**src/crfsm_pkg.sv**
```systemverilog
// shared types, constants and verdict helper for the chain reset confirmation block
package crfsm_pkg;

   localparam int unsigned ID_WORDS  = 4;
   localparam int unsigned WORD_W    = 64;
   localparam int unsigned INDEX_W   = 5;
   localparam int unsigned POLL_W    = 8;
   localparam int unsigned REQ_DATA_W = 264;
   localparam int unsigned RSP_DATA_W = 8;

   localparam logic [INDEX_W-1:0] WITNESS_EMPTY = 5'h1f;
   localparam logic [POLL_W-1:0]  POLL_MAX      = 8'hff;

   typedef enum logic [1:0] {
      VERDICT_NO        = 2'd0,
      VERDICT_PENDING   = 2'd1,
      VERDICT_CONFIRMED = 2'd2
   } verdict_type;

   typedef logic [ID_WORDS-1:0][WORD_W-1:0] chain_id_type;

   typedef struct packed {
      chain_id_type              obs_id;
      logic signed [INDEX_W-1:0] server_idx;
   } item_type;

   // confirmed needs two polls from two distinct servers
   function automatic verdict_type tracked_verdict(
      input logic [POLL_W-1:0]  poll,
      input logic [INDEX_W-1:0] first,
      input logic [INDEX_W-1:0] second
   );
      verdict_type v;
      v = VERDICT_PENDING;
      if ((poll >= 8'd2) && (first != WITNESS_EMPTY) && (second != WITNESS_EMPTY)) begin
         v = VERDICT_CONFIRMED;
      end
      return v;
   endfunction

endpackage

```
**src/crfsm_in_stage.sv**
```systemverilog
// input register holding one request until the core consumes it
module crfsm_in_stage
   import crfsm_pkg::*;
(
   input  logic     clock,
   input  logic     reset,
   input  logic     req_tvalid,
   output logic     req_tready,
   input  item_type req_item,
   input  logic     advance,
   output logic     item_valid,
   output item_type item
);

   logic     valid_ff, valid_in;
   item_type item_ff;

   assign req_tready = !valid_ff || advance;

   always_comb begin
      valid_in = valid_ff;
      if (req_tvalid && req_tready) begin
         valid_in = 1'b1;
      end else if (advance) begin
         valid_in = 1'b0;
      end
   end

   always_ff @(posedge clock) begin
      if (reset) begin
         valid_ff <= 1'b0;
      end else begin
         valid_ff <= valid_in;
      end
   end

   always_ff @(posedge clock) begin
      if (req_tvalid && req_tready) begin
         item_ff <= req_item;
      end
   end

   assign item_valid = valid_ff;
   assign item       = item_ff;

endmodule

```
**src/crfsm_core.sv**
```systemverilog
// reference and candidate tracking state with the per-request decision logic
module crfsm_core
   import crfsm_pkg::*;
(
   input  logic        clock,
   input  logic        reset,
   input  logic        step,
   input  item_type    item,
   output verdict_type verdict
);

   chain_id_type       reference_ff, reference_in;
   chain_id_type       candidate_ff, candidate_in;
   logic               cand_valid_ff, cand_valid_in;
   logic [INDEX_W-1:0] first_ff, first_in;
   logic [INDEX_W-1:0] second_ff, second_in;
   logic [POLL_W-1:0]  poll_ff, poll_in;

   logic               query;
   logic               ref_unset;
   logic               match_ref;
   logic               match_cand;
   logic [INDEX_W-1:0] idx;

   assign idx        = item.server_idx;
   assign query      = idx[INDEX_W-1];
   assign ref_unset  = (reference_ff == '0);
   assign match_ref  = (item.obs_id == reference_ff);
   assign match_cand = cand_valid_ff && (item.obs_id == candidate_ff);

   always_comb begin
      reference_in  = reference_ff;
      candidate_in  = candidate_ff;
      cand_valid_in = cand_valid_ff;
      first_in      = first_ff;
      second_in     = second_ff;
      poll_in       = poll_ff;
      verdict       = VERDICT_NO;
      if (query) begin
         if (cand_valid_ff) begin
            verdict = tracked_verdict(poll_ff, first_ff, second_ff);
         end
      end else if (ref_unset || match_ref) begin
         if (ref_unset) begin
            reference_in = item.obs_id;
         end
         cand_valid_in = 1'b0;
         first_in      = WITNESS_EMPTY;
         second_in     = WITNESS_EMPTY;
         poll_in       = '0;
      end else if (!match_cand) begin
         candidate_in  = item.obs_id;
         cand_valid_in = 1'b1;
         first_in      = idx;
         second_in     = WITNESS_EMPTY;
         poll_in       = 8'd1;
         verdict       = VERDICT_PENDING;
      end else begin
         if (poll_ff != POLL_MAX) begin
            poll_in = poll_ff + 8'd1;
         end
         // only the first two distinct servers are recorded
         if ((first_ff != idx) && (second_ff != idx)) begin
            if (first_ff == WITNESS_EMPTY) begin
               first_in = idx;
            end else if (second_ff == WITNESS_EMPTY) begin
               second_in = idx;
            end
         end
         verdict = tracked_verdict(poll_in, first_in, second_in);
      end
   end

   always_ff @(posedge clock) begin
      if (reset) begin
         reference_ff  <= '0;
         cand_valid_ff <= 1'b0;
         first_ff      <= WITNESS_EMPTY;
         second_ff     <= WITNESS_EMPTY;
         poll_ff       <= '0;
      end else if (step) begin
         reference_ff  <= reference_in;
         cand_valid_ff <= cand_valid_in;
         first_ff      <= first_in;
         second_ff     <= second_in;
         poll_ff       <= poll_in;
      end
   end

   always_ff @(posedge clock) begin
      if (step) begin
         candidate_ff <= candidate_in;
      end
   end

`ifndef SYNTH
   a_match_clears: assert property (@(posedge clock) disable iff (reset)
      (step && !query && !ref_unset && match_ref) |=> !cand_valid_ff)
      else $error("tracking not cleared after reference match");

   a_idle_tracking: assert property (@(posedge clock) disable iff (reset)
      !cand_valid_ff |-> (poll_ff == '0 && first_ff == WITNESS_EMPTY
                          && second_ff == WITNESS_EMPTY))
      else $error("tracking state left over without a candidate");

   a_witness_distinct: assert property (@(posedge clock) disable iff (reset)
      (second_ff != WITNESS_EMPTY) |-> (first_ff != second_ff && first_ff != WITNESS_EMPTY))
      else $error("witness slots inconsistent");

   a_query_holds: assert property (@(posedge clock) disable iff (reset)
      (step && query) |=> ($stable(poll_ff) && $stable(cand_valid_ff) && $stable(reference_ff)))
      else $error("status query changed state");
`endif

endmodule

```
**src/crfsm_out_stage.sv**
```systemverilog
// result register holding the verdict until the consumer takes it
module crfsm_out_stage
   import crfsm_pkg::*;
(
   input  logic        clock,
   input  logic        reset,
   input  logic        load,
   input  verdict_type verdict,
   output logic        free,
   output logic        rsp_tvalid,
   input  logic        rsp_tready,
   output verdict_type rsp_verdict
);

   logic        valid_ff, valid_in;
   verdict_type verdict_ff;

   assign free = !valid_ff || rsp_tready;

   always_comb begin
      valid_in = valid_ff;
      if (load) begin
         valid_in = 1'b1;
      end else if (rsp_tready) begin
         valid_in = 1'b0;
      end
   end

   always_ff @(posedge clock) begin
      if (reset) begin
         valid_ff <= 1'b0;
      end else begin
         valid_ff <= valid_in;
      end
   end

   always_ff @(posedge clock) begin
      if (load) begin
         verdict_ff <= verdict;
      end
   end

   assign rsp_tvalid  = valid_ff;
   assign rsp_verdict = verdict_ff;

endmodule

```
**src/chain_reset_confirm_fsm.sv**
```systemverilog
// top level of the chain reset confirmation block
// Each request carries one observation (a 256-bit chain identifier and the
// reporting server index) and yields exactly one verdict: 0 no reset,
// 1 pending, 2 confirmed. A new request can be taken every cycle while the
// consumer keeps rsp_tready high; a verdict passes through the input
// register and then the result register, with the identifier compares and
// tracking update done combinationally between them. Requests are processed
// strictly in order, so each sees the state left by the previous.
// A negative server index only reports the current status.
module chain_reset_confirm_fsm
   import crfsm_pkg::*;
(
   input  logic                  clock,
   input  logic                  reset,
   input  logic                  req_tvalid,
   output logic                  req_tready,
   // id_w0 [63:0], id_w1 [127:64], id_w2 [191:128],
   // id_w3 [255:192], server_idx [260:256], zero pad [263:261]
   input  logic [REQ_DATA_W-1:0] req_tdata,
   output logic                  rsp_tvalid,
   input  logic                  rsp_tready,
   // verdict [1:0], zero pad [7:2]
   output logic [RSP_DATA_W-1:0] rsp_tdata
);

   item_type    req_item;
   item_type    item;
   logic        item_valid;
   logic        advance;
   logic        out_free;
   verdict_type verdict;
   verdict_type rsp_verdict;

   assign req_item = '{obs_id: req_tdata[255:0], server_idx: req_tdata[260:256]};

   assign advance = item_valid && out_free;

   crfsm_in_stage u_in_stage (
      .clock      (clock),
      .reset      (reset),
      .req_tvalid (req_tvalid),
      .req_tready (req_tready),
      .req_item   (req_item),
      .advance    (advance),
      .item_valid (item_valid),
      .item       (item)
   );

   crfsm_core u_core (
      .clock   (clock),
      .reset   (reset),
      .step    (advance),
      .item    (item),
      .verdict (verdict)
   );

   crfsm_out_stage u_out_stage (
      .clock       (clock),
      .reset       (reset),
      .load        (advance),
      .verdict     (verdict),
      .free        (out_free),
      .rsp_tvalid  (rsp_tvalid),
      .rsp_tready  (rsp_tready),
      .rsp_verdict (rsp_verdict)
   );

   assign rsp_tdata = {6'b0, rsp_verdict};

endmodule

```
**config.mk**
```make
export PLATFORM = sky130hd
export DESIGN_NAME = chain_reset_confirm_fsm
export DESIGN_NICKNAME = d
export VERILOG_FILES = /design/src/crfsm_pkg.sv /design/src/crfsm_in_stage.sv /design/src/crfsm_core.sv /design/src/crfsm_out_stage.sv /design/src/chain_reset_confirm_fsm.sv
export SDC_FILE = /design/constraint.sdc
export NUM_CORES = 1
export LEC_CHECK = 0
export ABC_CLOCK_PERIOD_IN_PS = 17400
export BUFFER_PORTS_ARGS = -buffer_cell sky130_fd_sc_hd__buf_2
export CORE_MARGIN = 2
export CORE_UTILIZATION = 35
export CTS_CLUSTER_SIZE = 16
export DETAILED_ROUTE_END_ITERATION = 16
export GPL_TIMING_DRIVEN = 0
export PLACE_DENSITY_LB_ADDON = 0.05
export SLEW_MARGIN = 20
export SYNTH_ARGS = -nofsm -noshare
export SYNTH_HDL_FRONTEND = slang
export SYNTH_SLANG_ARGS = --single-unit
```
**constraint.sdc**
```tcl
create_clock -name clock -period 17.4 [get_ports clock]
set_clock_uncertainty 0.05 [all_clocks]
set_input_delay 1.74 -clock clock [delete_from_list [all_inputs] [get_ports clock]]
set_output_delay 1.74 -clock clock [all_outputs]
set_load 0.05 [all_outputs]
```
==> results_dict.tcl <==
set metrics [dict create \
    synth_edf_count 519 \
    rows 110 \
    syn_inst 2467 \
    finalCritPeriodShare_pct 29.8 \
    drive_gt1_share_pct 15.6 \
    avgSynthCellArea_um2 12.8 \
    overflow 0 \
    drc_errors 0 \
    grt_pass1_wl_mm 168 \
    ys.flop_type "edfxtp_1" \
    hold_viol 0 \
    clk_latency_ps 680 \
    firstDrtPassIters 5 \
    path_max_fanout 10 \
    routedWlPerCell_um 30.1 \
    die_area_mm2 0.0927 \
    vias_per_cell 5.26 \
    die_y_um 304 \
    cts_made_buffers 92 \
    hold_class "reg -> reg" \
    cts_resized 0 \
    worst_path_largest_cell_delay_ps 860 \
    ys_seq_area_share_pct 66.9 \
    synthDistinctLibCells 65 \
    start_util_pct 35.2 \
    clockRootBuffer "clkbuf_16" \
    clock_sinks 796 \
    core_mm2 0.0897 \
    dpl.hpwl_mm 99.9 \
    nFillCells 8481 \
    h-tree-depth 3 \
    die_x_um 304 \
    slew_violations 0 \
    portBuffers 267 \
    r2r_cells 9 \
    whs_endpoint "u_core.first_ff[2]$_SDFFE_PP1P_" \
    multiInputGateArea_mm2 0.0100 \
    powerDensity_mw_per_mm2 148 \
    start_kind "register" \
    tightestPinTransition_ps 1120 \
    crit_chain "nor4_1 -> nand4_1 -> nor4_1 -> nand4_1 -> nor2_1 -> clkbuf_1 -> clkbuf_1 -> a21oi_1 -> nor2_1" \
    drtAntennaViolNets 0 \
    p_leak_nw 14.1 \
    synthArstFlopShare_pct 0 \
    ys_seq_elements 796 \
    reg2reg_slack_ps 12210 \
    drtIter0Drc 2082 \
    netlist_area_mm2 0.0316 \
    rsz0062_at_grt "false" \
    grt_max_degree 63 \
    ios 278 \
    max_slew_margin_pct 24.8 \
    track_usage_pct 26.4 \
    cts_tree "built" \
    dr_total_vias 21606 \
    r2r_start "u_core.reference_ff[60]$_SDFFE_PP0P_" \
    worstPathArrival_ps 5730 \
    syn_to_final_growth_pct 20.3 \
    endpoint_kind "register" \
    hold_depth 2 \
    post_cts_buffers 0 \
    wirelength_mm 124 \
    gp_congestion 0.948 \
    yosys_warnings 0 \
    clk_pin_slew_worst_paths_ps 60 \
    status "finished clean" \
    final_nets 3117 \
    antenna_found_initial 4 \
    ir_worst_vdd_mv 0.0773 \
    path_class "reg -> reg" \
    critPathSlowestCell "nor4_1" \
    worstHoldStart "u_core.first_ff[2]$_SDFFE_PP1P_" \
    grt_pass1_vias 21032 \
    r2r_end "u_core.reference_ff[56]$_SDFFE_PP0P_" \
    seq_area_mm2 0.0211 \
    setup_ws_ps 12210 \
    max_freq_ghz 0.193 \
    pre_cts_ws_ps 12030 \
    critical_path_required_ps 17940 \
    placed_cells 3929 \
    cts_max_path_buffers 3 \
    post-route-min-period_ps 5190 \
    cts_hold_buf 0 \
    final-setup-viol-count 0 \
    layoutNonFillerInstCount 4104 \
    cap_violations 0 \
]
cell type report:
| type | count | area share [%] |
|---|---|---|
| tap | 1176 | 3.87 |
| timing repair buffer | 281 | 4.35 |
| sequential | 796 | 55.6 |
| clock buffer | 124 | 6.84 |
| buffer | 69 | 0.797 |
| inverter | 48 | 0.510 |
| multi-input combinational | 1559 | 26.4 |
| antenna | 4 | 0.0263 |
| clock inverter | 47 | 1.55 |
synth_stat cells (5+ instances only):
cell / number / area, um^2
o2111ai_1: 9 / 78.8
a21oi_1: 266 / 1330
a2111o_1: 8 / 90.1
nand3_1: 20 / 100
dfxtp_1: 277 / 5550
o21ai_1: 5 / 25.0
o21ai_0: 5 / 25.0
nand2b_1: 97 / 607
o22ai_1: 12 / 75.1
xor2_1: 280 / 2450
nor4_1: 167 / 1040
xnor2_1: 157 / 1380
nand2_1: 22 / 82.6
nand4_1: 127 / 795
edfxtp_1: 519 / 15600
inv_1: 47 / 176
nor2b_1: 27 / 169
nor3_1: 17 / 85.1
buf_4: 6 / 45.0
nor2_1: 272 / 1020
buf_1: 6 / 22.5
clkbuf_1: 54 / 203
stage by stage:
stage	instance area [um^2]	hold WS (ps)	utilization, %	total power, mW	setup TNS (ps)
after floorplan	31600	398	-	3.16	0
after global placement	34400	410	38.4	3.71	-779680
after detailed placement	34800	420	38.8	3.63	0
after CTS	38000	430	42.3	5.68	0
after global routing	38000	455	42.3	5.86	0
final	38000	430	42.3	5.64	0
how the worst max path moves through the flow:
stage	from	to	slack, ps
5_1_grt	u_in_stage.item[206]$_DFFE_PP_	u_core.candidate_ff[138]$_DFFE_PP_	12240
3_3_place_gp	rsp_tready	u_core.candidate_ff[90]$_DFFE_PP_	-3100
4_1_cts	u_core.reference_ff[156]$_SDFFE_PP0P_	u_core.reference_ff[56]$_SDFFE_PP0P_	12340
3_5_place_dp	rsp_tready	u_core.candidate_ff[68]$_DFFE_PP_	12030
6_report	u_core.reference_ff[60]$_SDFFE_PP0P_	u_core.reference_ff[56]$_SDFFE_PP0P_	12210
2_1_floorplan	rsp_tready	u_core.candidate_ff[0]$_DFFE_PP_	3150
cell usage in the layout (no fill, tap or decap), types with 11 or more instances in the layout:
cell and count:
clkbuf_1 73, buf_2 267, a21oi_1 266, nand4_1 127
nand3_1 20, nand2b_1 97, inv_1 47, o22ai_1 12
xor2_1 280, dfxtp_1 277, xnor2_1 157, nor4_1 159
clkbuf_8 11, clkbuf_16 96, bufinv_16 13, edfxtp_1 519
nand2_1 22, nor2b_1 27, clkinv_1 14, nor2_1 271
nor3_1 17
sequential cells by signal (all words and copies together) (netlist names):
name and cells:
u_in_stage.item 261, u_out_stage.rsp_tvalid 1, u_in_stage.item_valid 1, u_core.candidate_ff 256
u_core.second_ff 5, u_core.cand_valid_ff 1, u_core.first_ff 5, u_core.poll_ff 8
u_core.reference_ff 256, u_out_stage.rsp_verdict 2
critical path, delay by kind of cell (launching register included):
kind | cells | cell delay (ps)
and+or+nand+nor | 6 | 3190
DFF | 1 | 360
buffers and inverters | 2 | 1340
AOI/OAI and AO/OA | 1 | 150
power by group:
part | total [mW] | internal (mW) | switching (mW) | leakage (nW)
clock | 2.04 | 1.24 | 0.804 | 1.55
combinational | 1.09 | 0.354 | 0.739 | 5.45
sequential | 2.50 | 2.30 | 0.205 | 7.15
layer usage:
| layer | GRT usage (%) | routed length (um) | vias up |
|---|---|---|---|
| met5 | 0 | 0 | - |
| met4 | 7.17 | 3310 | 0 |
| met3 | 3.96 | 7160 | 134 |
| met2 | 43.7 | 59300 | 785 |
| met1 | 36.0 | 53800 | 10880 |
| li1 | - | - | 9807 |
logic make-up after synthesis:
| logic type | after synthesis | synth area share, % |
|---|---|---|
| AOI/OAI and AO/OA | 335 | 5.98 |
| adders and majority gates | 3 | 0.111 |
| other | 1 | 0.0119 |
| xor gates and xnor gates | 437 | 12.1 |
| DFF | 796 | 66.9 |
| buffers and inverters | 117 | 1.57 |
| and+or+nand+nor | 778 | 13.3 |
Power figures use the tool's default switching activity.
